File: config.mk
export PLATFORM = sky130hd
export DESIGN_NAME = prs80_round
export DESIGN_NICKNAME = d
export VERILOG_FILES = /design/src/rtl/core/prs80_pkg.sv /design/src/rtl/core/prs80_round.sv
export SDC_FILE = /design/constraint.sdc
export NUM_CORES = 1
export LEC_CHECK = 0
export BUFFER_PORTS_ARGS = -buffer_cell sky130_fd_sc_hd__buf_2
export CAP_MARGIN = 10
export CELL_PAD_IN_SITES_DETAIL_PLACEMENT = 1
export CELL_PAD_IN_SITES_GLOBAL_PLACEMENT = 1
export CORE_UTILIZATION = 26
export DETAILED_ROUTE_END_ITERATION = 16
export PLACE_DENSITY = 0.88
export REMOVE_ABC_BUFFERS = 1
export SYNTH_ARGS = -nofsm -noshare
export SYNTH_HDL_FRONTEND = slang
export SYNTH_SLANG_ARGS = --single-unit
File: constraint.sdc
create_clock -name vclk -period 4.1
set_clock_uncertainty 0.2 [all_clocks]
set_input_delay 0.82 -clock vclk [all_inputs]
set_output_delay 0.82 -clock vclk [all_outputs]
set_load 0.005 [all_outputs]
File: src/rtl/core/prs80_pkg.sv
// shared types, constants and cipher layer functions for the present-80 encrypt unit
package prs80_pkg;

  localparam int BLOCK_W  = 64;
  localparam int KEY_W    = 80;
  localparam int KEY_HI_W = KEY_W - BLOCK_W;
  localparam int RC_W     = 5;
  localparam int NIBBLES  = BLOCK_W / 4;
  localparam int ROUNDS_DEFAULT = 31;

  localparam int APB_DATA_W = 64;
  localparam int APB_ADDR_W = 4;

  typedef logic [BLOCK_W-1:0] block_t;
  typedef logic [KEY_W-1:0]   key_t;
  typedef logic [RC_W-1:0]    rc_t;

  typedef enum logic {
    REG_KEY_LOW  = 1'b0,
    REG_KEY_HIGH = 1'b1
  } reg_idx_t;

  function automatic logic [3:0] sbox(input logic [3:0] x);
    logic [3:0] y;
    case (x)
      4'h0: y = 4'hC;
      4'h1: y = 4'h5;
      4'h2: y = 4'h6;
      4'h3: y = 4'hB;
      4'h4: y = 4'h9;
      4'h5: y = 4'h0;
      4'h6: y = 4'hA;
      4'h7: y = 4'hD;
      4'h8: y = 4'h3;
      4'h9: y = 4'hE;
      4'hA: y = 4'hF;
      4'hB: y = 4'h8;
      4'hC: y = 4'h4;
      4'hD: y = 4'h7;
      4'hE: y = 4'h1;
      4'hF: y = 4'h2;
      default: y = 4'h0;
    endcase
    return y;
  endfunction

  function automatic block_t sub_layer(input block_t x);
    block_t y;
    for (int n = 0; n < NIBBLES; n++) begin
      y[4*n +: 4] = sbox(x[4*n +: 4]);
    end
    return y;
  endfunction

  // bit i moves to 16*i mod 63, the top bit stays put
  function automatic block_t perm_layer(input block_t x);
    block_t y;
    for (int b = 0; b < BLOCK_W; b++) begin
      if (b == BLOCK_W - 1) begin
        y[BLOCK_W-1] = x[b];
      end else begin
        y[(16 * b) % (BLOCK_W - 1)] = x[b];
      end
    end
    return y;
  endfunction

endpackage

File: src/rtl/core/prs80_round.sv
// one present-80 round: key add, s-box layer, permutation and key schedule step
module prs80_round (
  input  prs80_pkg::block_t state_in,
  input  prs80_pkg::key_t   key_in,
  input  prs80_pkg::rc_t    rc,
  output prs80_pkg::block_t round_out,
  output prs80_pkg::key_t   key_out
);
  import prs80_pkg::*;

  block_t mixed;
  key_t   rot;

  assign mixed     = state_in ^ key_in[KEY_W-1 -: BLOCK_W];
  assign round_out = perm_layer(sub_layer(mixed));

  // rotate right by 19
  assign rot = {key_in[18:0], key_in[KEY_W-1:19]};

  always_comb begin
    key_out = rot;
    key_out[KEY_W-1 -: 4] = sbox(rot[KEY_W-1 -: 4]);
    key_out[19:15] = rot[19:15] ^ rc;
  end

endmodule

Word-level counts from Yosys, hierarchy flattened

Memory sizes are Yosys's and may differ from the RTL's.
Cells that the tools add are included.

Logic and storage cells: 19
Register bits: 0
ROM bits: 1088
Bits in latches: 0
Memories: 17
Bits in writable memories: 0

Reduce and logical (&&, ||, !) cells: 0
Equal/unequal tests: 0
Muxes and demuxes: 0
Shift operators: 0
Bitwise gates (word level): 2
Divide/modulo/power cells: 0
Multiply operators: 0
Add/subtract/negate cells: 0
Order comparisons: 0

Memory list:

| name             | words | width | read ports | clocked after memory_dff | write ports | line            | RTL |
|---|---|---|---|---|---|---|---|
| (name not given) | 16    | 4     | 1          | 0                        | 0           | prs80_pkg.sv:25 | `case (x)` |
| (name not given) | 16    | 4     | 1          | 0                        | 0           | prs80_pkg.sv:25 |  |
| (name not given) | 16    | 4     | 1          | 0                        | 0           | prs80_pkg.sv:25 |  |
| (name not given) | 16    | 4     | 1          | 0                        | 0           | prs80_pkg.sv:25 |  |
| (name not given) | 16    | 4     | 1          | 0                        | 0           | prs80_pkg.sv:25 |  |
| (name not given) | 16    | 4     | 1          | 0                        | 0           | prs80_pkg.sv:25 |  |
| +11 memories     | -     | -     | -          | -                        | -           | -               |  |

Operators with widths:

| kind               | count |
|---|---|
| bitwise XOR 64 bit | 1 |
| bitwise XOR 5 bit  | 1 |

Depth between registers and ports, before layout

An unclocked memory read counts as a cell.

Depth in word-level cells: 2
Depth in mapped cells: 6
Mapped depth without buffers: 6

Worst setup path before layout

Ideal clock, no wire load.

Path kind: input to output
From: in key_in[17]
To: out round_out[32]
Path buffers: 1
Arrival: 2023 ps
Setup slack: 1057 ps
Required time: 3080 ps
Stages on the path: 5
Cells stage by stage: buf_2 -> xnor2_1 -> inv_1 -> ha_1 -> mux4_2

Word-level cells in the longest chain between the ends: 2

RTL lines:

| item                | line              | RTL |
|---|---|---|
| start, declared     | prs80_round.sv:4  | `input prs80_pkg::key_t key_in,` |
| bitwise XOR 64 bit  | prs80_round.sv:14 | `assign mixed = state_in ^ key_in[KEY_W-1 -: BLOCK_W];` |
| memory (16 x 4 bit) | -                 |  |
| end, declared       | prs80_round.sv:6  | `output prs80_pkg::block_t round_out,` |

Every way passes these cells.

Worst setup path after layout

From: in key_in[21]
To: out round_out[33]

The elaborated chain is that of the path after synthesis.

==> flow_metrics.tcl <==
set metrics [dict create \
    outcome "finished, final reports clean" \
    hold_path.class "primary input to primary output" \
    antenna_fix_cells 0 \
    vias_in_the_first_global_route 3514 \
    syn-cell-area_sq_um 3810 \
    grt_setup_unrepaired "false" \
    final_net_count 814 \
    critPathCaptureType "primary output" \
    p_sw_mw 0.438 \
    share_seq_of_total_power_pct 0 \
    fin_total_pwr_mw 0.886 \
    starting_utilization_of_the_core_area_pct 27.0 \
    ffs_latches 0 \
    finish.cell_count_without_fillers 790 \
    vias_after_detailed_routing 3633 \
    critPathRequiredTime_ns 3.08 \
    setup_total_negative_slack_ns 0 \
    power.ir.vdd_worst_v 0.0000709 \
    pwrdens_nw_per_um2 184 \
    grt_pass1_wl_um 15400 \
    layout.clock_buffers 0 \
    slew_headroom_pct 55.2 \
    globalRoute.totalOverflow 0 \
    worst-setup-path-type "primary input to primary output" \
    placement_rows 43 \
    drive_gt1_share_pct 51.0 \
    syn_inst 419 \
    post-synth-top-area-fraction_pct 17.4 \
    dieArea_sq_um 15200 \
    gp_congestion 0.755 \
    postCtsSetupRepairBufs 0 \
    per_instance_average_area_after_synthesis_sq_um 9.10 \
    post-route-period-util_pct 82.5 \
    synth.top_cells.by_area "ha_1, buf_4, mux2i_1, xnor2_1, mux4_2" \
    grt_start_max_net_pins 9 \
    final.min_clock_period_ns 3.38 \
    maxClockFrequency_mhz 296 \
    drc 0 \
    synth_to_final_area_change_pct 26.3 \
    remaining_antenna_violation_count 0 \
    dr.pass1.iters 4 \
    placed_cells 790 \
    finalHoldViolCount 0 \
    combPwrFrac_pct 100.0 \
    leakage_nw 2.57 \
    post_cts_hold_buffers 0 \
    worstPathMaxFanout 4 \
    via_per_inst 4.60 \
    critPathLaunchType "primary input" \
    clock_share_of_power_pct 0 \
    grt_util_all_layers_pct 12.2 \
    floorplan.die.height_um 123 \
    floorplan.io_pins 293 \
    cts-resized-gates 0 \
    detail_route.wirelength_um 10500 \
    number_of_antenna_violations_at_the_first_check_in_global_routing 0 \
    sequential_cell_area_sq_um 0 \
    die_width_um 123 \
    power_switching_share_pct 49.5 \
    synth_largest_area_cell "ha_1" \
    synth_most_common_cell "buf_4" \
    synth_commonest_cells "buf_4, inv_1, ha_1" \
    power_report.internal_total_mw 0.448 \
    synth-warning-count 0 \
    wl_per_cell_um 13.3 \
    synth-seq-area-share_pct 0 \
    detailedRoute.firstIterationViolations 65 \
    max_cap_violations 0 \
    placement.io_buffers 263 \
    dpl.hpwl_um 9510 \
    post_synth_num_cell_types 30 \
    report.final.slew_viol_count 0 \
    finalSetupViolCount 0 \
    max_slew.worst_pin.slew_ns 0.667 \
    arrival_time_reported_for_the_critical_path_endpoint_ns 2.36 \
    core_region_area_sq_um 14100 \
]
[cell usage in the layout, fill, tap and decap left out, types with 2 or more instances in the layout]
cell type and n:
buf_2 263, ha_1 53, inv_1 64, mux2_2 3, mux2i_1 44, mux4_1 6
mux4_2 13, nand2_1 4, nand3_1 14, nor3_1 2, o211ai_1 13, o21a_1 2
o21ai_0 18, o221a_2 13, xnor2_1 46, xnor2_2 2, xor2_1 24, xor2_2 14
[cell type report]
type / instances / area, sq um
Tap cell: 180 / 225
Timing Repair Buffer: 264 / 1320
Fill cell: 1784 / 9280
Inverter: 64 / 240
Multi-Input combinational cell: 282 / 3030
[layer usage]
metal,vias to the layer above,global-route usage (%),share of wire (%)
li1,1756,-,-
met1,1691,12.6,38
met4,0,0.979,0.51
met5,-,0,0
met2,180,26.1,54
met3,6,1.61,7.6
[per-stage QoR]
stage | hold slack (ns) | util (%) | instance area (sq um) | setup slack, ns
finish | 1.44 | 34.2 | 4820 | 0.719
global route | 1.44 | 34.2 | 4820 | 0.644
CTS | 1.44 | 34.2 | 4820 | 0.687
detailed placement | 1.44 | 34.2 | 4820 | 0.687
global placement | 1.44 | 34.2 | 4820 | 0.740
floorplan | 1.44 | - | 3270 | 1.13
[worst paths after layout]
kind	cells after the start	start	endpoint	slack, ns
min	0	key_in[1]	key_out[62]	1.44
max	6	key_in[21]	round_out[33]	0.72
[worst max-delay path, stage by stage]
cell and delay [ns]:
buf_2 0.11, xnor2_1 0.33, inv_1 0.14, ha_1 0.31
mux4_1 0.49, buf_2 0.15
[power groups by stage]
stage	combinational (mW)	clock (mW)	sequential, mW
finish	0.886	0	0
global route	0.984	0	0
CTS	0.901	0	0
detailed placement	0.897	0	0
global placement	0.859	0	0
floorplan	0.506	0	0
[logic make-up after synthesis]
group	share of synthesized area [%]
compound gates	10.3
xor+xnor	24.4
fa+ha+maj	17.4
buf+inv	20.6
mux	24.3
simple gates	3.12
Note: power is estimated with default switching activity, not from simulation.
